===== src/sv/npl_ram.sv =====
`timescale 1ns / 1ps
// Generic single write port, single read port RAM with registered read.
// Depends on nothing.
module npl_ram #(
    parameter int WIDTH = 80,
    parameter int DEPTH = 16
) (
    input  logic                                   clk,
    input  logic                                   we,
    input  logic [(DEPTH > 1 ? $clog2(DEPTH) : 1)-1:0] waddr,
    input  logic [WIDTH-1:0]                       wdata,
    input  logic [(DEPTH > 1 ? $clog2(DEPTH) : 1)-1:0] raddr,
    output logic [WIDTH-1:0]                       rdata
);

    logic [WIDTH-1:0] mem_reg [DEPTH];

    always_ff @(posedge clk)
    begin
        if (we)
        begin
            mem_reg[waddr] <= wdata;
        end
        rdata <= mem_reg[raddr];
    end

endmodule


===== config.mk =====
export PLATFORM = sky130hd
export DESIGN_NAME = npl_ram
export DESIGN_NICKNAME = d
export VERILOG_FILES = /design/src/sv/npl_ram.sv
export SDC_FILE = /design/constraint.sdc
export NUM_CORES = 1
export LEC_CHECK = 0
export BUFFER_PORTS_ARGS = -buffer_cell sky130_fd_sc_hd__buf_4
export CORE_MARGIN = 2
export CORE_UTILIZATION = 49
export DETAILED_ROUTE_END_ITERATION = 16
export PLACE_DENSITY = 0.67
export SETUP_SLACK_MARGIN = 0.15
export SYNTH_ARGS = -nofsm -noshare
export SYNTH_HDL_FRONTEND = slang
export SYNTH_SLANG_ARGS = --single-unit
export TNS_END_PERCENT = 1

===== constraint.sdc =====
create_clock -name clk -period 7.6 [get_ports clk]
set_input_delay 0.76 -clock clk [delete_from_list [all_inputs] [get_ports clk]]
set_output_delay 0.76 -clock clk [all_outputs]
set_load 0.02 [all_outputs]

==> impl_metrics.yaml <==
die:
  die_w_um: 321.6
  initial_utilization_pct: 49.42
  die_h_um: 321.6
  fp-row-count: 116
  io_pins: 170
  die_area_um2: 103400
  coreArea_um2: 100000
timing:
  tightest_slew_ns: 1.214
  fin_skew_ns: 0.02275
  fin_crit_ns: 2.823
  finalSetupViolCount: 0
  setup-tns-final_ns: 0
  layout_worst_path_cycle_share_pct: 37.15
  max_freq_ghz: 0.3542
  layout_setup_ws_ns: 4.777
  slew_violations: 0
  hold_viol_final: 0
  timing.slew.headroom_pct: 18.87
  rsz0062_at_grt: "no"
run:
  drv_cap: 0
route:
  dr.pass1.iters: 5
  drc: 0
  drt_wl_total_mm: 104.7
  via_per_inst: 5.992
  first_iter_violations: 2394
  vias: 22210
  wire_per_inst_um: 28.23
  ant_nets: 0
synth:
  synth_compound_area_share_pct: 2.430
  yosys.area_share.simple_pct: 0.8759
  ys_seq_area_share_pct: 81.01
  synth_fa_ha_area_share_pct: 0
  ys_warn_count: 0
  synth_top_family_by_area: "multiplexers"
  synth_nets: 2144
  syn_avg_cell_area_um2: 24.06
  synth_xor_xnor_area_share_pct: 0
  ys_seq_elements: 1360
  syn-cell-area_um2: 49420
  ys_types: 18
  synthCells: 2054
  muxShareOfSynthArea_pct: 14.58
place:
  place_hpwl_mm: 52.12
  place.gp.congestion: 0.7057
  dp_worst_setup_slack_ns: 3.974
  portBuffers: 169
global_route:
  grt_pass1_vias: 23760
  grt_overflow: 0
  track_usage_pct: 20.70
  grt_pass1_wl_mm: 155.7
  antenna_found_initial: 7
  grt_max_degree: 167
final_layout:
  drive_gt1_share_pct: 30.60
  fill_cells: 7111
  area_delta_synth_final_pct: 14.76
  largest_register_ffs: 1280
  regArea_um2: 40040
  finalNetCount: 2383
  multi_input_area_um2: 8976
clock_tree:
  cts_tree: "yes"
  post_cts_resized: 0
  postCtsSetupRepairBufs: 0
  h-tree-depth: 4
  cts-hold-fix-buffers: 0
  numCtsBuffers: 136
  cts.reportedPaths.clkPinSlew_ns: 0.06
  clockBufferDepth: 3
  clkLatencyLatePin_ns: 0.73
  clkSinkCount: 1360
  cts_root_buf: "clkbuf_16"
min_path:
  min_path_type: "input pin to flop"
  worstHoldStart: "wdata[57]"
  hold_depth: 1
  whs_endpoint: "mem_reg[14][57]"
pwr:
  ir_worst_vdd_v: 0.0002160
  p_per_area_nw_per_um2: 278.8
  p_leak_nw: 18.17
worst_setup_path:
  ff2ff_path_depth: 3
  cp_max_fo: 58
  crit_path_start_kind: "input pin"
  r2r_slack_ns: 6.13
  worstSetupPathType: "input pin to flop"
  r2r-start: "mem_reg[3][19]"
  crit_arrival_ns: 3.15
  required_ns: 7.93
  rr_endpoint: "rdata[19]"
  cp-end-kind: "flop"
status:
  outcome: "finished clean"
per-stage QoR:
stage | instances | cell area, um^2 | util (%) | hold slack, ns | total power [mW]
6_report | 3707 | 56720 | 56.72 | 0.3274 | 15.81
5_1_grt | 3705 | 56710 | 56.71 | 0.2992 | 16.31
4_1_cts | 3703 | 56710 | 56.71 | 0.2758 | 15.96
3_5_place_dp | 3453 | 52280 | 52.28 | 0.6556 | 9.417
3_3_place_gp | 3453 | 52280 | 52.28 | 0.6512 | 9.388
2_1_floorplan | 2054 | 49420 | - | 0.6349 | 9.050
metal layers:
metal  share of wire [%]  up-vias  routed length (um)  track usage, %
met5               0.032        -                  34               0
met4                 1.9        6                2005           5.337
met3                 5.9      142                6187           3.993
met2                  52      717               54710           35.58
met1                  40    12060               41720           27.32
li1                    -     9282                   -               -
critical path, stage by stage:
cell and delay, ns:
buf_4 0.12, nand3b_1 0.36, nor2_4 0.84, buf_4 0.98
cell families after synthesis:
group | count (synthesis)
DFF | 1360
muxes | 320
AOI/OAI and AO/OA | 160
and+or+nand+nor | 107
buffers and inverters | 107
synthesized netlist by cell type:
master	count	share of area, %
edfxtp_1	1280	78
mux4_2	320	15
a22oi_1	160	2.4
nand2_1	81	0.62
dfxtp_1	80	3.2
clkbuf_1	40	0.30
buf_1	27	0.21
buf_2	23	0.23
buf_6	13	0.30
nor2_1	13	0.099
buf_4	4	0.061
nor3_1	4	0.041
nand2b_1	2	0.025
nand3b_1	2	0.030
nor2b_1	2	0.025
and2_1	1	0.013
nand3_1	1	0.010
or3b_2	1	0.018
placed cells by master (no fill, tap or decap), types with 4 or more instances in the layout:
cell / netlist / routed
buf_12: 0 / 5
nor3_2: 0 / 4
mux4_2: 320 / 320
clkinv_1: 0 / 21
clkbuf_16: 0 / 137
a22oi_1: 160 / 160
edfxtp_1: 1280 / 1280
clkbuf_1: 40 / 42
diode_2: 0 / 4
clkbuf_8: 0 / 13
inv_6: 0 / 6
clkinv_2: 0 / 10
buf_4: 4 / 201
clkinv_8: 0 / 7
nand2_1: 81 / 81
dfxtp_1: 80 / 80
nor2_4: 0 / 13
bufinv_16: 0 / 10
how the worst max path moves through the flow:
stage	from	endpoint	slack, ns
after global routing	raddr[0]	rdata[46]	4.65
after detailed placement	waddr[2]	mem_reg[9][78]	3.97
after global placement	raddr[0]	rdata[22]	4.02
after floorplan	waddr[2]	mem_reg[0][0]	0.29
final	waddr[2]	mem_reg[9][10]	4.78
after CTS	waddr[2]	mem_reg[9][14]	4.77
area by class of cell:
type	instances	area share [%]
antenna	4	0.01765
timing repair buffer	208	2.890
tap	1298	2.863
sequential	1360	70.59
clock buffer	192	6.638
multi-input combinational	587	15.83
clock inverter	58	1.171
where the power goes:
group	switching [mW]	internal, mW
clock network	2.74	3.83
logic	0.462	0.329
registers	0.0666	8.39
Note: power is estimated with default switching activity, not from simulation.
