===== src/sv/npl_pkg.sv =====
`timescale 1ns / 1ps
// Shared types and constants for the nearest plane point labeler.
// Used by npl_dist, nearest_plane_point_labeler and the bench; depends on nothing.
package npl_pkg;

    localparam int CNT_W      = 5;
    localparam int SUM_W      = 50;
    localparam int DIST_W     = 31;
    localparam int RND_SH     = 14;
    localparam int MAX_PLANES = 16;

    localparam logic [DIST_W-1:0] DIST_MAX     = {DIST_W{1'b1}};
    localparam logic [DIST_W-1:0] LIMIT_RESET  = 31'd6554;

    localparam logic CMD_LOAD     = 1'b0;
    localparam logic CMD_CLASSIFY = 1'b1;

    localparam logic REG_PLANE_COUNT    = 1'b0;
    localparam logic REG_DISTANCE_LIMIT = 1'b1;

    localparam logic [1:0] ST_IDLE  = 2'd0;
    localparam logic [1:0] ST_RUN   = 2'd1;
    localparam logic [1:0] ST_DRAIN = 2'd2;
    localparam logic [1:0] ST_DONE  = 2'd3;

    typedef struct packed {
        logic signed [15:0] nx;
        logic signed [15:0] ny;
        logic signed [15:0] nz;
        logic signed [31:0] d;
    } plane_t;

    typedef struct packed {
        logic signed [31:0] x;
        logic signed [31:0] y;
        logic signed [31:0] z;
    } point_t;

    typedef struct packed {
        logic              valid;
        logic [CNT_W-1:0]  idx;
        logic [DIST_W-1:0] gap;
    } dist_t;

endpackage


===== src/sv/npl_dist.sv =====
`timescale 1ns / 1ps
// Point to plane distance pipeline: products, sum, absolute value and rounding.
// Depends on npl_pkg.
module npl_dist (
    input  logic                          clk,
    input  logic                          rst_n,
    input  logic                          in_valid,
    input  logic [npl_pkg::CNT_W-1:0]     in_idx,
    input  npl_pkg::plane_t               plane,
    input  npl_pkg::point_t               point,
    output npl_pkg::dist_t                result,
    output logic                          busy
);

    logic                           v1_reg;
    logic                           v2_reg;
    logic                           v3_reg;
    logic [npl_pkg::CNT_W-1:0]      i1_reg;
    logic [npl_pkg::CNT_W-1:0]      i2_reg;
    logic [npl_pkg::CNT_W-1:0]      i3_reg;
    logic signed [47:0]             px_reg;
    logic signed [47:0]             py_reg;
    logic signed [47:0]             pz_reg;
    logic signed [31:0]             d_reg;
    logic signed [npl_pkg::SUM_W-1:0] sum_reg;
    logic [npl_pkg::DIST_W-1:0]     dist_reg;

    logic signed [47:0]             px_next;
    logic signed [47:0]             py_next;
    logic signed [47:0]             pz_next;
    logic signed [npl_pkg::SUM_W-1:0] sum_next;
    logic [npl_pkg::SUM_W-1:0]      mag;
    logic [npl_pkg::SUM_W-1:0]      rnd;
    logic [npl_pkg::SUM_W-npl_pkg::RND_SH-1:0] q;
    logic [npl_pkg::DIST_W-1:0]     dist_next;

    assign px_next = plane.nx * point.x;
    assign py_next = plane.ny * point.y;
    assign pz_next = plane.nz * point.z;

    assign sum_next = {{2{px_reg[47]}}, px_reg} + {{2{py_reg[47]}}, py_reg}
                    + {{2{pz_reg[47]}}, pz_reg}
                    + {{4{d_reg[31]}}, d_reg, {npl_pkg::RND_SH{1'b0}}};

    always_comb
    begin
        mag = sum_reg[npl_pkg::SUM_W-1] ? (~sum_reg + 1'b1) : sum_reg;
        rnd = mag + (npl_pkg::SUM_W)'(1 << (npl_pkg::RND_SH - 1));
        q   = rnd[npl_pkg::SUM_W-1:npl_pkg::RND_SH];
        if (|q[npl_pkg::SUM_W-npl_pkg::RND_SH-1:npl_pkg::DIST_W])
        begin
            dist_next = npl_pkg::DIST_MAX;
        end
        else
        begin
            dist_next = q[npl_pkg::DIST_W-1:0];
        end
    end

    always_ff @(posedge clk or negedge rst_n)
    begin
        if (!rst_n)
        begin
            v1_reg <= 1'b0;
            v2_reg <= 1'b0;
            v3_reg <= 1'b0;
        end
        else
        begin
            v1_reg <= in_valid;
            v2_reg <= v1_reg;
            v3_reg <= v2_reg;
        end
    end

    always_ff @(posedge clk)
    begin
        i1_reg   <= in_idx;
        px_reg   <= px_next;
        py_reg   <= py_next;
        pz_reg   <= pz_next;
        d_reg    <= plane.d;
        i2_reg   <= i1_reg;
        sum_reg  <= sum_next;
        i3_reg   <= i2_reg;
        dist_reg <= dist_next;
    end

    assign result.valid = v3_reg;
    assign result.idx   = i3_reg;
    assign result.gap   = dist_reg;
    assign busy         = v1_reg || v2_reg || v3_reg;

endmodule


===== config.mk =====
export PLATFORM = sky130hd
export DESIGN_NAME = npl_dist
export DESIGN_NICKNAME = d
export VERILOG_FILES = /design/src/sv/npl_pkg.sv /design/src/sv/npl_dist.sv
export SDC_FILE = /design/constraint.sdc
export NUM_CORES = 2
export LEC_CHECK = 0
export ABC_AREA = 1
export ABC_CLOCK_PERIOD_IN_PS = 3600
export BUFFER_PORTS_ARGS = -buffer_cell sky130_fd_sc_hd__buf_2
export CAP_MARGIN = 40
export CORE_ASPECT_RATIO = 1.4
export CORE_MARGIN = 1.5
export CORE_UTILIZATION = 30
export DETAILED_ROUTE_END_ITERATION = 8
export GPL_TIMING_DRIVEN = 1
export SLEW_MARGIN = 20
export SYNTH_ARGS = -nofsm -noshare
export SYNTH_HDL_FRONTEND = slang
export SYNTH_SLANG_ARGS = --single-unit
export TNS_END_PERCENT = 10

===== constraint.sdc =====
create_clock -name clk -period 3.6 [get_ports clk]
set_input_delay 0.18 -clock clk [delete_from_list [all_inputs] [get_ports clk]]
set_output_delay 0.18 -clock clk [all_outputs]
set_load 0.01 [all_outputs]

==> metrics.md <==
| Metric | Value |
|---|---|
| Failing checks | negative setup slack |
| Slew HR | 0.598 |
| Overall Global Routing Usage | 0.171 |
| Period minus WS final | roughly 5 ns |
| DR vias | about 56,000 |
| M1 GR Usage | 0.209 |
| Design Area, Final | around 0.086 mm2 |
| Post-route ant nets | 0 |
| Die X | between 400 and 500 um |
| Pin count of the biggest net entering global routing | 35 |
| H-tree depth | 1 |
| Grt ovf | 0 |
| FILL cells | approximately 23,000 |
| Initial antenna violation count | 14 |
| TritonCTS Buffers | 30 |
| Die area | 0.231 mm2 |
| Via density | approximately 4.4 |
| R2r setup slk | ~0.11 ns |
| Seq/Total Area, Yosys | 0.0808 |
| CTS Root Cell | clkbuf_16 |
| Crit path capture type | register |
| Clock Skews | 0.0206 ns |
| Clk buf depth | 3 |
| Post-synthesis cell area | about 0.068 mm2 |
| Post-synthesis cell type count | 55 |
| Worst slew pin tran | 0.602 ns |
| Hold Crit Class | in2reg |
| Data required time at the worst endpoint | 4.13 ns |
| Syn avg cell area | roughly 8 um2 |
| CP Launch Type | input port |
| First-pass GRT wire length | 314 mm |
| Nets | around 12,000 |
| Setup ws final | -1.49 ns |
| Maximum fanout along the worst path | 13 |
| WL per Instance | approximately 15 um |
| DRC Markers | 0 |
| Max reg flops | 50 |
| Area after DPL | 0.0814 mm2 |
| Slew Viols, Final | 0 |
| Area grow syn2layout | 26.2% |
| CTS sink cnt | about 280 |
| GRT busiest layer | met2 |
| Syn Inst Count | about 8,600 |
| Clock Latency Late Sink | 0.59 ns |
| Fin crit share | 1.41 |
| Fmax | between 150 and 200 MHz |
| Worst-path clk slew | 0.07 ns |
| Final WL | ~200 mm |
| PortBufs | between 200 and 250 |
| Gpl congestion | 0.906 |
| Yosys warnings | 0 |
| Outcome | finished, violations left |
| Met3 usage | 0.0127 |
| Main flop type after synthesis | dfxtp_1 |
| Pre-antenna DRT Iters | 6 |
| #FFs+latches synth | 275 |
| EDFF count, synth | 0 |
| Setup CP Type | in2reg |
| CTS tree | built |
| HPWL after detailed placement | roughly 170 mm |
| Max-cap violations | 0 |
| DR iter-0 viols | 2,560 |
| Share of post-route cells with drive strength above 1 | 0.202 |
| Core area | roughly 0.23 mm2 |
| Io pins | ~220 |
| Initial core utilization | 0.301 |
| Vias in the first global route | about 60,000 |
| Number of setup violations in the final report | between 100 and 150 |
| Post-synth net total | 10,700 |
| Final hold violation count | 0 |
| Cell Rows | 207 |
| RSZ-0062 raised after global routing | true |
| Die Ht | 568 um |
| Met2 usage | 0.316 |
| Arr. time, crit path | roughly 5.6 ns |
| Asr flop ratio synth | 0.0109 |
## routing by layer
metal / vias up / share of wire
met5: - / 0.00013
met4: 4 / 0.037
met3: 337 / 0.038
met2: 1236 / 0.52
met1: 27700 / 0.40
li1: 26400 / -
## worst max-delay path: stages
cell and delay [ns]:
buf_8 0.14, buf_12 0.15, buf_4 0.13, nand2_1 0.06
inv_1 0.05, fa_1 0.52, buf_4 0.18, fa_1 0.59
buf_12 0.15, fa_1 0.43, fa_1 0.58, fa_1 0.43
fa_1 0.49, ha_4 0.30, nand2_1 0.12, nor2_4 0.14
nand2_2 0.08, nor3_4 0.18, nand3b_1 0.15, nand4_1 0.21
xor2_1 0.19, buf_4 0.16
## cell type report
type | instances | area, um2 | share of cell area
timing repair buffer | 1362 | 11700 | 0.135
clock buffer | 40 | 848 | 0.00984
antenna | 8 | 20.0 | 0.000232
sequential | 275 | 5520 | 0.0640
tap | 3030 | 3790 | 0.0440
multi-input combinational | 5359 | 54500 | 0.632
inverter | 2598 | 9750 | 0.113
clock inverter | 16 | 169 | 0.00196
## cell usage after synthesis (all sizes together), types with 25 or more instances
library cell     n  area (um2)
nand3          105         546
xnor2          110         963
ha             403        5040
nor3            25         130
nand4           62         388
fa            1542       30900
o21a            27         203
xor2           126        1140
o21ai          123         627
nor2           413        1690
a31oi           66         413
clkbuf         318        1190
a21oi          254        1270
inv           2598        9750
dfxtp          272        5450
nand2         1973        7490
## layout by cell type (no fill, tap or decap), drive strengths merged, types with 6 or more instances in the layout
cell type    netlist  final
inv             2598   2602
nand2           1973   1973
fa              1542   1542
buf               16   1303
nor2             413    413
ha               403    403
dfxtp            272    272
a21oi            254    254
xor2             126    126
o21ai            123    123
xnor2            110    110
nand3            105    105
a31oi             66     66
nand4             62     62
clkbuf           318     54
dlygate4sd3        0     40
o21a              27     27
nor3              25     25
o211ai            17     17
or2               15     15
a21o              14     14
nor4              13     13
a21boi            12     12
nand3b            10     10
o21bai             9      9
clkinv             0      9
diode              0      8
and3               8      8
o221ai             7      7
o31ai              6      6
## cells by family after synthesis
group / after synthesis / synth area share
fa+ha+maj: 1945 / 0.525
compound gates: 549 / 0.0459
xor+xnor: 236 / 0.0307
buf+inv: 2932 / 0.162
simple gates: 2629 / 0.155
flops: 275 / 0.0808
## repair_timing
| action | 4_1_cts | 5_1_grt |
|---|---|---|
| gates cloned | 8 | 1 |
| endpoints found under the hold margin | 41 | 0 |
| resized for setup | 459 | 247 |
| pin swaps | 145 | 127 |
| buffers inserted | 36 | 5 |
| hold buffers | 40 | 0 |
| setup endpoints to repair | 124 | 134 |
## per-stage QoR
| step | setup WS [ns] | utilization | hold slack [ns] | TNS, ns | std cells |
|---|---|---|---|---|---|
| 2_1_floorplan | -1.70 | - | -0.116 | -152.56 | 8566 |
| 3_3_place_gp | -2.40 | 0.359 | -0.0247 | -240.70 | 12500 |
| 3_5_place_dp | -2.32 | 0.359 | -0.0223 | -241.99 | 12500 |
| 4_1_cts | -1.48 | 0.376 | 0.0365 | -135.67 | 12700 |
| 5_1_grt | -1.72 | 0.380 | 0.0747 | -157.29 | 12700 |
| 6_report | -1.49 | 0.380 | 0.0711 | -134.57 | 12700 |
## path summary, 6_finish.rpt
check,start,to,depth (start not counted)
min reg2reg,i1_reg[3],i2_reg[3],0
min in group asynchronous,rst_n,v3_reg,3
max,plane[51],py_reg[39],22
max in group asynchronous,rst_n,v1_reg,3
max reg2reg,px_reg[19],sum_reg[46],15
min,point[64],px_reg[0],4
Power is left out: the tool's default activity adds up to more than one toggle a clock period on the data nets, which glitch-free logic cannot reach.
